**src/rtl/maze_depth_first_solver_unit_assert.svh**
```systemverilog
// Assertion macros used by the solver RTL.
// Each macro expects a clock named clk and an active-low reset named rst_n in scope.
`ifndef MAZE_DEPTH_FIRST_SOLVER_UNIT_ASSERT_SVH
`define MAZE_DEPTH_FIRST_SOLVER_UNIT_ASSERT_SVH

// A condition that holds at every clock edge outside reset.
`define MDFS_ASSERT(label, cond, msg) \
  label: assert property (@(posedge clk) disable iff (!rst_n) (cond)) else $error(msg);

// A condition that must hold in the same cycle as its trigger.
`define MDFS_ASSERT_IMP(label, ante, cons, msg) \
  label: assert property (@(posedge clk) disable iff (!rst_n) (ante) |-> (cons)) \
    else $error(msg);

// A condition that must hold in the cycle after its trigger.
`define MDFS_ASSERT_NXT(label, ante, cons, msg) \
  label: assert property (@(posedge clk) disable iff (!rst_n) (ante) |=> (cons)) \
    else $error(msg);

`endif

```
**src/rtl/mdfs_pkg.sv**
```systemverilog
`default_nettype none

package mdfs_pkg;

  // Configuration port geometry and register indexes.
  localparam int CfgAddrW = 3;
  localparam int CfgDataW = 5;
  localparam logic [CfgAddrW-1:0] CFG_MAZE_SIZE = 3'd0;
  localparam logic [CfgAddrW-1:0] CFG_START_ROW = 3'd1;
  localparam logic [CfgAddrW-1:0] CFG_START_COL = 3'd2;
  localparam logic [CfgAddrW-1:0] CFG_GOAL_ROW  = 3'd3;
  localparam logic [CfgAddrW-1:0] CFG_GOAL_COL  = 3'd4;

  localparam logic [4:0] MazeSizeReset = 5'd11;

  // Commands.
  localparam logic [1:0] CMD_LOAD  = 2'd0;
  localparam logic [1:0] CMD_SOLVE = 2'd1;
  localparam logic [1:0] CMD_READ  = 2'd2;

  // Cell marks.
  localparam logic [1:0] MARK_OPEN = 2'd0;
  localparam logic [1:0] MARK_WALL = 2'd1;
  localparam logic [1:0] MARK_PATH = 2'd2;
  localparam logic [1:0] MARK_DEAD = 2'd3;

  // Facing and move directions.
  localparam logic [1:0] FACE_UP    = 2'd0;
  localparam logic [1:0] FACE_RIGHT = 2'd1;
  localparam logic [1:0] FACE_DOWN  = 2'd2;
  localparam logic [1:0] FACE_LEFT  = 2'd3;

  // Solve status codes.
  localparam logic [1:0] STAT_DONE    = 2'd0;
  localparam logic [1:0] STAT_FOUND   = 2'd1;
  localparam logic [1:0] STAT_NO_PATH = 2'd2;
  localparam logic [1:0] STAT_OUTSIDE = 2'd3;

  // Three neighbors are tried per cell; this is the index of the last one.
  localparam logic [1:0] LastTry = 2'd2;

  localparam int VisitW = 9;
  localparam logic [VisitW-1:0] VisitMax = 9'h1FF;

  typedef struct packed {
    logic [1:0] command;
    logic [3:0] row;
    logic [3:0] col;
    logic       is_wall;
  } in_t;

  typedef struct packed {
    logic [1:0]        status;
    logic [1:0]        cell_mark;
    logic [VisitW-1:0] visit_count;
  } out_t;

  typedef struct packed {
    logic [4:0] maze_size;
    logic [3:0] start_row;
    logic [3:0] start_col;
    logic [3:0] goal_row;
    logic [3:0] goal_col;
  } cfg_t;

  // Direction of the k-th neighbor tried for a given facing.
  function automatic logic [1:0] try_dir(input logic [1:0] face, input logic [1:0] k);
    logic [1:0] d;
    case (face)
      FACE_UP:    d = (k == 2'd0) ? FACE_RIGHT : (k == 2'd1) ? FACE_UP : FACE_LEFT;
      FACE_RIGHT: d = (k == 2'd0) ? FACE_DOWN : (k == 2'd1) ? FACE_RIGHT : FACE_UP;
      FACE_DOWN:  d = (k == 2'd0) ? FACE_DOWN : (k == 2'd1) ? FACE_RIGHT : FACE_LEFT;
      default:    d = (k == 2'd0) ? FACE_DOWN : (k == 2'd1) ? FACE_UP : FACE_LEFT;
    endcase
    return d;
  endfunction

endpackage

`default_nettype wire

```
**src/rtl/mdfs_ram.sv**
```systemverilog
`default_nettype none

// Simple dual-port RAM: one write port, one read port, registered read data.
module mdfs_ram #(
  parameter int WIDTH = 8,
  parameter int DEPTH = 256
) (
  input  wire logic                     clk,
  input  wire logic                     we,
  input  wire logic [$clog2(DEPTH)-1:0] waddr,
  input  wire logic [WIDTH-1:0]         wdata,
  input  wire logic [$clog2(DEPTH)-1:0] raddr,
  output logic      [WIDTH-1:0]         rdata
);

  logic [WIDTH-1:0] mem [DEPTH];

  // Write and registered read.
  always_ff @(posedge clk) begin
    if (we) begin
      mem[waddr] <= wdata;
    end
    rdata <= mem[raddr];
  end

endmodule

`default_nettype wire

```
**src/rtl/mdfs_walk.sv**
```systemverilog
`default_nettype none
`include "maze_depth_first_solver_unit_assert.svh"

// Command sequencer and depth-first walker around the cell store and path stack.
module mdfs_walk #(
  parameter int GRID_SIZE = 16
) (
  input  wire logic          clk,
  input  wire logic          rst_n,
  input  wire mdfs_pkg::cfg_t cfg,
  input  wire logic          in_valid,
  output logic               in_stall,
  input  wire mdfs_pkg::in_t in_data,
  input  wire logic          slot_free,
  output logic               res_valid,
  output mdfs_pkg::out_t     res_data
);
  import mdfs_pkg::*;

  localparam int RW       = $clog2(GRID_SIZE);
  localparam int CW       = 2 * RW;
  localparam int DW       = CW + 1;
  localparam int SEW      = CW + 2;
  localparam int NW       = $clog2(GRID_SIZE + 1);
  localparam int Cells    = GRID_SIZE * GRID_SIZE;
  localparam int MemDepth = 2 ** CW;

  typedef enum logic [2:0] {
    ST_IDLE,
    ST_RD_WAIT,
    ST_VISIT,
    ST_TRY,
    ST_CHECK,
    ST_DEAD,
    ST_POP
  } state_t;

  state_t            state_r, state_nxt;
  logic [RW-1:0]     top_row_r, top_row_nxt;
  logic [RW-1:0]     top_col_r, top_col_nxt;
  logic [1:0]        face_r, face_nxt;
  logic [1:0]        k_r, k_nxt;
  logic [RW-1:0]     nrow_r, nrow_nxt;
  logic [RW-1:0]     ncol_r, ncol_nxt;
  logic [1:0]        ndir_r, ndir_nxt;
  logic [DW-1:0]     depth_r, depth_nxt;
  logic [VisitW-1:0] visits_r, visits_nxt;
  logic              rd_inside_r, rd_inside_nxt;

  logic [NW-1:0] eff_n;
  logic          start_ok;
  logic          in_grid;
  logic          in_accept;
  logic          at_goal;
  logic [1:0]    cand_dir;
  logic          cand_ok;
  logic [RW-1:0] cand_row;
  logic [RW-1:0] cand_col;
  logic          walk_busy;
  logic          solve_go;

  logic          cell_we;
  logic [CW-1:0] cell_waddr;
  logic [1:0]    cell_wdata;
  logic [CW-1:0] cell_raddr;
  logic [1:0]    cell_rdata;

  logic           stk_we;
  logic [CW-1:0]  stk_waddr;
  logic [SEW-1:0] stk_wdata;
  logic [CW-1:0]  stk_raddr;
  logic [SEW-1:0] stk_rdata;

  // Maze size in use, clipped to the grid.
  always_comb begin
    if (32'(cfg.maze_size) > 32'(GRID_SIZE)) begin
      eff_n = NW'(GRID_SIZE);
    end else begin
      eff_n = NW'(cfg.maze_size);
    end
  end

  assign start_ok = (32'(cfg.start_row) < 32'(eff_n)) && (32'(cfg.start_col) < 32'(eff_n)) &&
                    (32'(cfg.goal_row) < 32'(eff_n)) && (32'(cfg.goal_col) < 32'(eff_n));
  assign in_grid  = (32'(in_data.row) < 32'(GRID_SIZE)) && (32'(in_data.col) < 32'(GRID_SIZE));
  assign at_goal  = (32'(top_row_r) == 32'(cfg.goal_row)) &&
                    (32'(top_col_r) == 32'(cfg.goal_col));

  // A new item is taken only when the walker is idle and the output slot is free.
  assign in_stall  = (state_r != ST_IDLE) || !slot_free;
  assign in_accept = in_valid && !in_stall;

  // Candidate neighbor of the stack top for the current try.
  always_comb begin
    cand_dir = try_dir(face_r, k_r);
    cand_row = top_row_r;
    cand_col = top_col_r;
    case (cand_dir)
      FACE_UP: begin
        cand_ok  = (top_row_r != '0);
        cand_row = top_row_r - RW'(1);
      end
      FACE_RIGHT: begin
        cand_ok  = (32'(top_col_r) + 32'd1) < 32'(eff_n);
        cand_col = top_col_r + RW'(1);
      end
      FACE_DOWN: begin
        cand_ok  = (32'(top_row_r) + 32'd1) < 32'(eff_n);
        cand_row = top_row_r + RW'(1);
      end
      default: begin
        cand_ok  = (top_col_r != '0);
        cand_col = top_col_r - RW'(1);
      end
    endcase
  end

  // Next-state logic and memory port control.
  always_comb begin
    state_nxt     = state_r;
    top_row_nxt   = top_row_r;
    top_col_nxt   = top_col_r;
    face_nxt      = face_r;
    k_nxt         = k_r;
    nrow_nxt      = nrow_r;
    ncol_nxt      = ncol_r;
    ndir_nxt      = ndir_r;
    depth_nxt     = depth_r;
    visits_nxt    = visits_r;
    rd_inside_nxt = rd_inside_r;

    cell_we    = 1'b0;
    cell_waddr = '0;
    cell_wdata = MARK_OPEN;
    cell_raddr = '0;
    stk_we     = 1'b0;
    stk_waddr  = '0;
    stk_wdata  = '0;
    stk_raddr  = '0;

    res_valid             = 1'b0;
    res_data.status       = STAT_DONE;
    res_data.cell_mark    = MARK_OPEN;
    res_data.visit_count  = visits_r;

    unique case (state_r)
      ST_IDLE: begin
        if (in_accept) begin
          case (in_data.command)
            CMD_LOAD: begin
              res_valid = 1'b1;
              if (in_grid) begin
                cell_we    = 1'b1;
                cell_waddr = {RW'(in_data.row), RW'(in_data.col)};
                cell_wdata = in_data.is_wall ? MARK_WALL : MARK_OPEN;
              end
            end
            CMD_SOLVE: begin
              if (!start_ok) begin
                res_valid            = 1'b1;
                res_data.status      = STAT_OUTSIDE;
                res_data.visit_count = '0;
                visits_nxt           = '0;
                depth_nxt            = '0;
              end else begin
                // Enter the start cell and push it facing right.
                cell_we     = 1'b1;
                cell_waddr  = {RW'(cfg.start_row), RW'(cfg.start_col)};
                cell_wdata  = MARK_PATH;
                stk_we      = 1'b1;
                stk_waddr   = '0;
                stk_wdata   = {RW'(cfg.start_row), RW'(cfg.start_col), FACE_RIGHT};
                visits_nxt  = VisitW'(1);
                depth_nxt   = DW'(1);
                top_row_nxt = RW'(cfg.start_row);
                top_col_nxt = RW'(cfg.start_col);
                face_nxt    = FACE_RIGHT;
                state_nxt   = ST_VISIT;
              end
            end
            CMD_READ: begin
              cell_raddr    = {RW'(in_data.row), RW'(in_data.col)};
              rd_inside_nxt = in_grid;
              state_nxt     = ST_RD_WAIT;
            end
            default: begin
              res_valid = 1'b1;
            end
          endcase
        end
      end

      ST_RD_WAIT: begin
        res_valid          = 1'b1;
        res_data.cell_mark = rd_inside_r ? cell_rdata : MARK_WALL;
        state_nxt          = ST_IDLE;
      end

      ST_VISIT: begin
        if (at_goal) begin
          res_valid       = 1'b1;
          res_data.status = STAT_FOUND;
          state_nxt       = ST_IDLE;
        end else begin
          k_nxt     = '0;
          state_nxt = ST_TRY;
        end
      end

      ST_TRY: begin
        if (cand_ok) begin
          cell_raddr = {cand_row, cand_col};
          nrow_nxt   = cand_row;
          ncol_nxt   = cand_col;
          ndir_nxt   = cand_dir;
          state_nxt  = ST_CHECK;
        end else if (k_r == LastTry) begin
          state_nxt = ST_DEAD;
        end else begin
          k_nxt = k_r + 2'd1;
        end
      end

      ST_CHECK: begin
        if (cell_rdata == MARK_OPEN) begin
          // Enter the neighbor and push it.
          cell_we     = 1'b1;
          cell_waddr  = {nrow_r, ncol_r};
          cell_wdata  = MARK_PATH;
          stk_we      = 1'b1;
          stk_waddr   = depth_r[CW-1:0];
          stk_wdata   = {nrow_r, ncol_r, ndir_r};
          depth_nxt   = depth_r + DW'(1);
          visits_nxt  = (visits_r == VisitMax) ? visits_r : visits_r + VisitW'(1);
          top_row_nxt = nrow_r;
          top_col_nxt = ncol_r;
          face_nxt    = ndir_r;
          state_nxt   = ST_VISIT;
        end else if (k_r == LastTry) begin
          state_nxt = ST_DEAD;
        end else begin
          k_nxt     = k_r + 2'd1;
          state_nxt = ST_TRY;
        end
      end

      ST_DEAD: begin
        // Mark the dead end and back out to the entry below it.
        cell_we    = 1'b1;
        cell_waddr = {top_row_r, top_col_r};
        cell_wdata = MARK_DEAD;
        depth_nxt  = depth_r - DW'(1);
        if (depth_r == DW'(1)) begin
          res_valid       = 1'b1;
          res_data.status = STAT_NO_PATH;
          state_nxt       = ST_IDLE;
        end else begin
          stk_raddr = CW'(depth_r - DW'(2));
          state_nxt = ST_POP;
        end
      end

      ST_POP: begin
        top_row_nxt = stk_rdata[SEW-1 -: RW];
        top_col_nxt = stk_rdata[RW+1 -: RW];
        face_nxt    = stk_rdata[1:0];
        state_nxt   = ST_VISIT;
      end

      default: begin
        state_nxt = ST_IDLE;
      end
    endcase
  end

  // State and walker registers.
  always_ff @(posedge clk) begin
    if (!rst_n) begin
      state_r  <= ST_IDLE;
      depth_r  <= '0;
      visits_r <= '0;
    end else begin
      state_r  <= state_nxt;
      depth_r  <= depth_nxt;
      visits_r <= visits_nxt;
    end
    top_row_r   <= top_row_nxt;
    top_col_r   <= top_col_nxt;
    face_r      <= face_nxt;
    k_r         <= k_nxt;
    nrow_r      <= nrow_nxt;
    ncol_r      <= ncol_nxt;
    ndir_r      <= ndir_nxt;
    rd_inside_r <= rd_inside_nxt;
  end

  // Cell marks, one per grid position.
  mdfs_ram #(
    .WIDTH (2),
    .DEPTH (MemDepth)
  ) u_cell_ram (
    .clk   (clk),
    .we    (cell_we),
    .waddr (cell_waddr),
    .wdata (cell_wdata),
    .raddr (cell_raddr),
    .rdata (cell_rdata)
  );

  // Path stack of cell position and facing.
  mdfs_ram #(
    .WIDTH (SEW),
    .DEPTH (MemDepth)
  ) u_stack_ram (
    .clk   (clk),
    .we    (stk_we),
    .waddr (stk_waddr),
    .wdata (stk_wdata),
    .raddr (stk_raddr),
    .rdata (stk_rdata)
  );

  // The walk is running in any state but idle and the read wait.
  assign walk_busy = (state_r != ST_IDLE) && (state_r != ST_RD_WAIT);
  assign solve_go  = in_accept && (in_data.command == CMD_SOLVE) && start_ok;

  `MDFS_ASSERT(a_depth_bound, 32'(depth_r) <= Cells, "path stack deeper than the grid")
  `MDFS_ASSERT_IMP(a_walk_nonempty, walk_busy, depth_r != '0, "walk active with an empty stack")
  `MDFS_ASSERT_IMP(a_res_slot, res_valid, slot_free, "result produced while output slot is full")
  `MDFS_ASSERT_NXT(a_solve_start, solve_go, state_r == ST_VISIT && depth_r == DW'(1), "bad solve start")

endmodule

`default_nettype wire

```
**src/rtl/maze_depth_first_solver_unit.sv**
```systemverilog
// Depth-first maze solver. Cells are loaded one per transfer and marked wall or open; a solve
// walks from the start cell depth-first, marking cells on-path or dead-end, and reports goal
// found, no path, or start/goal outside the maze along with the visit count. A load, and a
// solve whose start or goal lies outside the maze, is answered in the cycle it is accepted; a
// read waits on the registered read of the cell store. Otherwise a solve, for every cell
// entered, checks for the goal and then probes neighbors in turn, an in-bounds one through a
// try and a check state and an out-of-bounds direction through a try state alone; a back-out
// from a dead end to the cell below it passes through the dead, pop and visit states, and a
// dead start cell through the dead state. Every neighbor probe passes one at a time through
// the single read port of the cell store. The next command is taken once the previous
// result is in the output register and that register is free or being drained. Stores need
// no clearing after reset; reading a cell that was never loaded returns an undefined mark.
`default_nettype none

module maze_depth_first_solver_unit #(
  parameter int GRID_SIZE = 16
) (
  input  wire logic                            clk,
  input  wire logic                            rst_n,
  input  wire logic                            cfg_we,
  input  wire logic [mdfs_pkg::CfgAddrW-1:0]   cfg_addr,
  input  wire logic [mdfs_pkg::CfgDataW-1:0]   cfg_wdata,
  input  wire logic                            in_valid,
  output logic                                 in_stall,
  input  wire mdfs_pkg::in_t                   in_data,
  output logic                                 out_valid,
  input  wire logic                            out_stall,
  output mdfs_pkg::out_t                       out_data
);
  import mdfs_pkg::*;

  cfg_t cfg_r;
  logic out_valid_r;
  out_t out_data_r;
  logic slot_free;
  logic res_valid;
  out_t res_data;

  // Configuration register writes.
  always_ff @(posedge clk) begin
    if (!rst_n) begin
      cfg_r.maze_size <= MazeSizeReset;
      cfg_r.start_row <= '0;
      cfg_r.start_col <= '0;
      cfg_r.goal_row  <= '0;
      cfg_r.goal_col  <= '0;
    end else if (cfg_we) begin
      unique case (cfg_addr)
        CFG_MAZE_SIZE: cfg_r.maze_size <= cfg_wdata;
        CFG_START_ROW: cfg_r.start_row <= cfg_wdata[3:0];
        CFG_START_COL: cfg_r.start_col <= cfg_wdata[3:0];
        CFG_GOAL_ROW:  cfg_r.goal_row  <= cfg_wdata[3:0];
        CFG_GOAL_COL:  cfg_r.goal_col  <= cfg_wdata[3:0];
        default: begin
        end
      endcase
    end
  end

  // Output register: filled by a finished result, emptied by a transfer.
  assign slot_free = !out_valid_r || !out_stall;

  always_ff @(posedge clk) begin
    if (!rst_n) begin
      out_valid_r <= 1'b0;
    end else if (res_valid) begin
      out_valid_r <= 1'b1;
    end else if (!out_stall) begin
      out_valid_r <= 1'b0;
    end
  end

  always_ff @(posedge clk) begin
    if (res_valid) begin
      out_data_r <= res_data;
    end
  end

  assign out_valid = out_valid_r;
  assign out_data  = out_data_r;

  mdfs_walk #(
    .GRID_SIZE (GRID_SIZE)
  ) u_walk (
    .clk       (clk),
    .rst_n     (rst_n),
    .cfg       (cfg_r),
    .in_valid  (in_valid),
    .in_stall  (in_stall),
    .in_data   (in_data),
    .slot_free (slot_free),
    .res_valid (res_valid),
    .res_data  (res_data)
  );

endmodule

`default_nettype wire

```
**config.mk**
```make
export PLATFORM = sky130hd
export DESIGN_NAME = maze_depth_first_solver_unit
export DESIGN_NICKNAME = d
export VERILOG_FILES = /design/src/rtl/mdfs_pkg.sv /design/src/rtl/mdfs_ram.sv /design/src/rtl/mdfs_walk.sv /design/src/rtl/maze_depth_first_solver_unit.sv
export VERILOG_INCLUDE_DIRS = /design/src /design/src/rtl
export SDC_FILE = /design/constraint.sdc
export NUM_CORES = 2
export LEC_CHECK = 0
export ABC_AREA = 1
export BUFFER_PORTS_ARGS = -buffer_cell sky130_fd_sc_hd__buf_2
export CAP_MARGIN = 20
export CORE_AREA = 2 2 396 692
export CTS_CLUSTER_DIAMETER = 40
export DETAILED_ROUTE_END_ITERATION = 7
export DIE_AREA = 0 0 398 694
export PLACE_DENSITY = 0.77
export SLEW_MARGIN = 20
export SYNTH_ARGS = -nofsm -noshare
export SYNTH_HDL_FRONTEND = slang
export SYNTH_SLANG_ARGS = --single-unit
```
**constraint.sdc**
```tcl
create_clock -name clk -period 16.05 [get_ports clk]
set_input_delay 1.605 -clock clk [delete_from_list [all_inputs] [get_ports clk]]
set_output_delay 1.605 -clock clk [all_outputs]
set_load 0.01 [all_outputs]
```
==> results.yml <==
clock_tree:
  cts_root_buf: "clkbuf_16"
  cts_resized: 0
  cts_setup_buffers: 0
  cts_tree: "yes"
  htree_levels: 5
  cts_max_path_buffers: 4
  cts_buffers: 273
  clkSinkCount: 3162
  clkTransAtPathRegs_ns: 0.07
  cts_hold_buf: 0
  clk_latency_ns: 0.89
hold_path:
  holdCritPathClass: "reg2reg"
  hold_depth: 2
power_and_ir_drop:
  power_mw: 16.1
  vdd_drop_max_v: 0.0000809
  p_leak_nw: 46.7
  powerDensity_mw_per_mm2: 111
timing:
  setup_tns_ns: 0
  slew_headroom_pct: 19.3
  max_slew.worst_pin.slew_ns: 1.21
  fin_skew_ns: 0.0449
  max_freq_mhz: 145
  hold_viol_final: 0
  setup_viol: 0
  fin_ws_ns: 9.15
  rsz0062_at_grt: "no"
  period_share_pct: 43.0
  fin_crit_ns: 6.90
  drv_slew: 0
synth:
  synth-xor-area-share_pct: 0.123
  synth_fa_ha_area_share_pct: 0.383
  ys_async_sr_fraction_pct: 0
  yosysWarnings: 0
  synth_compound_area_share_pct: 8.02
  syn_nets: 10400
  syn-mean-instance-area_um2: 13.0
  seq_area_frac_synth_pct: 70.2
  synth-edff-count: 3107
  synth_top_family_by_area: "simple AND/OR/NAND/NOR gates"
  syn_inst: 10400
  synth_cell_types: 53
  synth_seq_cells: 3162
  synth_mux_area_share_pct: 0
  ys.flop_type: "edfxtp_1"
  synth_area_mm2: 0.135
  synth-simple-area-share_pct: 16.9
worst_setup_path:
  crit_start: "u_walk.state_r[2]"
  critPathLaunchType: "flip-flop"
  path_depth: 17
  cpMaxStageDelayCell: "buf_4"
  crit_top_cell: "nand3_1"
  cpLargestDelayFamily: "buffers and inverters"
  reg2reg_slack_ns: 9.15
  endpoint_kind: "flip-flop"
  worstPathCellList: "inv_2, nor3_4, inv_2, nor2_8, nand2_8, inv_8, buf_4, buf_4, buf_4, o211ai_1, nand3_1, nand3_1, nand3_1, nand3_1, nand3_1, nand3_1, nand2_1"
  worstPathRequired_ns: 16.88
  criticalPathCategory: "reg2reg"
  worstPathArrival_ns: 7.73
  rr_endpoint: "u_walk.u_stack_ram.rdata[5]"
  path_buf_inv: 6
  worstPathMaxFanout: 132
  worstRegToRegCells: 17
  timing.rr.start: "u_walk.state_r[2]"
  slowest_delay_ns: 0.88
  crit_end: "u_walk.u_stack_ram.rdata[5]"
placement:
  hpwl_mm: 206
  portBuffers: 38
  postPlaceCellArea_mm2: 0.137
  post-place-ws_ns: 9.38
  gp_congestion: 0.939
floorplan:
  row_count: 253
  dieArea_mm2: 0.276
  ioPinCount: 39
  start_util_pct: 49.7
  die_w_um: 398
  fp.dieH_um: 694
  core_mm2: 0.271
drt:
  routed_wl_mm: 361
  drtIter0Drc: 10800
  ant_nets: 0
  vias: 86500
  dr.pass1.iters: 6
  via_per_inst: 6.24
  drc: 0
  wl_per_cell_um: 26.0
grt:
  grt_pass1_wl_mm: 531
  overflow: 0
  antenna_found_initial: 14
  grt_pass1_vias: 85400
  grtUsageTotal_pct: 25.4
  grt_max_degree: 232
status:
  status: "complete, no violations"
final_layout:
  final_layout_size_suffix_gt1_share_pct: 7.28
  nets: 10100
  area_growth_pct: 7.96
  final_cell_area_mm2: 0.145
run:
  max_cap_viol_count: 0
## through the flow
| step | std cells | hold WS (ns) | util, % |
|---|---|---|---|
| after floorplan | 10400 | 0.452 | - |
| after CTS | 13800 | 0.505 | 53.6 |
| after global placement | 13400 | 0.468 | 50.5 |
| after global routing | 13800 | 0.528 | 53.7 |
| after detailed placement | 13400 | 0.493 | 50.5 |
| final | 13800 | 0.502 | 53.7 |
## cell families (layout without fill, tap and decap cells)
group | after synthesis | after routing
buffers and inverters | 1269 | 1153
other | 0 | 11
adders and majority gates | 40 | 40
AOI/OAI and AO/OA | 1471 | 1471
xor gates and xnor gates | 18 | 18
and+or+nand+nor | 4420 | 4420
DFF | 3162 | 3162
## placed cells by master, fill, tap and decap left out, types with 8 or more instances in the layout
| cell type | count |
|---|---|
| xor2_1 | 10 |
| clkbuf_1 | 42 |
| inv_2 | 14 |
| inv_6 | 9 |
| buf_4 | 113 |
| or2_0 | 480 |
| buf_2 | 38 |
| nor2_2 | 11 |
| ha_1 | 38 |
| a21oi_1 | 45 |
| o211ai_1 | 1310 |
| or2_2 | 121 |
| o21ai_0 | 55 |
| nor3_1 | 14 |
| clkinv_2 | 39 |
| o21ai_4 | 9 |
| clkbuf_16 | 283 |
| nand2_2 | 21 |
| clkinv_1 | 68 |
| nand3b_1 | 133 |
| diode_2 | 11 |
| nand3_1 | 1784 |
| bufinv_16 | 21 |
| nand2_1 | 532 |
| dfxtp_1 | 55 |
| inv_1 | 488 |
| o221ai_1 | 8 |
| nand4_1 | 8 |
| or2_1 | 679 |
| nor2_1 | 612 |
| edfxtp_1 | 3107 |
| buf_12 | 15 |
## report_power, final
part | total, mW | switching, mW | internal (mW)
combinational | 0.528 | 0.399 | 0.129
sequential | 9.06 | 0.0302 | 9.03
clock | 6.47 | 2.90 | 3.57
total | 16.1 | 3.33 | 12.7
## metal layers
| metal | global-route usage, % | routed length [µm] |
|---|---|---|
| met3 | 3.91 | 31600 |
| met2 | 43.2 | 181000 |
| met1 | 29.1 | 120000 |
| met4 | 18.5 | 27600 |
| met5 | 0 | 44 |
## synth_stat cells, drive strengths merged, types with 3 or more instances
master | count | area share, %
a211oi | 6 | 0.033
a21oi | 48 | 0.19
a221oi | 4 | 0.026
a31oi | 3 | 0.014
buf | 494 | 2.3
clkbuf | 266 | 0.76
dfxtp | 55 | 0.82
edfxtp | 3107 | 69
ha | 38 | 0.35
inv | 507 | 1.4
nand2 | 558 | 1.6
nand3 | 1790 | 6.7
nand3b | 133 | 0.74
nand4 | 9 | 0.046
nor2 | 628 | 1.8
nor3 | 16 | 0.076
nor4 | 3 | 0.014
o2111ai | 4 | 0.026
o211ai | 1310 | 7.3
o21ai | 71 | 0.28
o221ai | 8 | 0.052
o22ai | 7 | 0.033
o31ai | 3 | 0.017
or2 | 1280 | 6.0
xnor2 | 7 | 0.046
xor2 | 11 | 0.077
## layout make-up
| type | count | area [µm²] |
|---|---|---|
| clock inverter | 146 | 1260 |
| timing repair buffer | 172 | 1440 |
| tap | 3570 | 4470 |
| multi-input combinational | 5949 | 34500 |
| inverter | 509 | 1940 |
| sequential | 3162 | 94400 |
| antenna | 11 | 27.5 |
| clock buffer | 326 | 7250 |
| fill | 21300 | 125000 |
## worst min-delay path: stages, from the launching register on
cell and delay (ns):
dfxtp_1 0.32, nand2_1 0.07, nand3_1 0.06
## state kept, by name, indices dropped and copies added, names as in the netlist
register / cells
out_valid: 1
u_walk.state_r: 3
u_walk.u_cell_ram.rdata: 2
u_walk.depth_r: 9
u_walk.nrow_r: 4
u_walk.face_r: 2
u_walk.top_col_r: 4
u_walk.top_row_r: 4
out_data: 13
u_walk.visits_r: 9
u_walk.u_stack_ram.rdata: 10
cfg_r: 21
u_walk.u_cell_ram.mem: 512
u_walk.k_r: 2
u_walk.ncol_r: 4
u_walk.u_stack_ram.mem: 2560
u_walk.ndir_r: 2
## how the worst min path moves through the flow
stage	from	endpoint
global placement	cfg_r[17]	cfg_r[17]
floorplan	cfg_r[19]	cfg_r[19]
global route	u_walk.visits_r[2]	u_walk.visits_r[2]
detailed placement	cfg_r[17]	cfg_r[17]
finish	cfg_r[17]	cfg_r[17]
CTS	cfg_r[17]	cfg_r[17]
No activity file was read; power rests on OpenSTA's default activity.
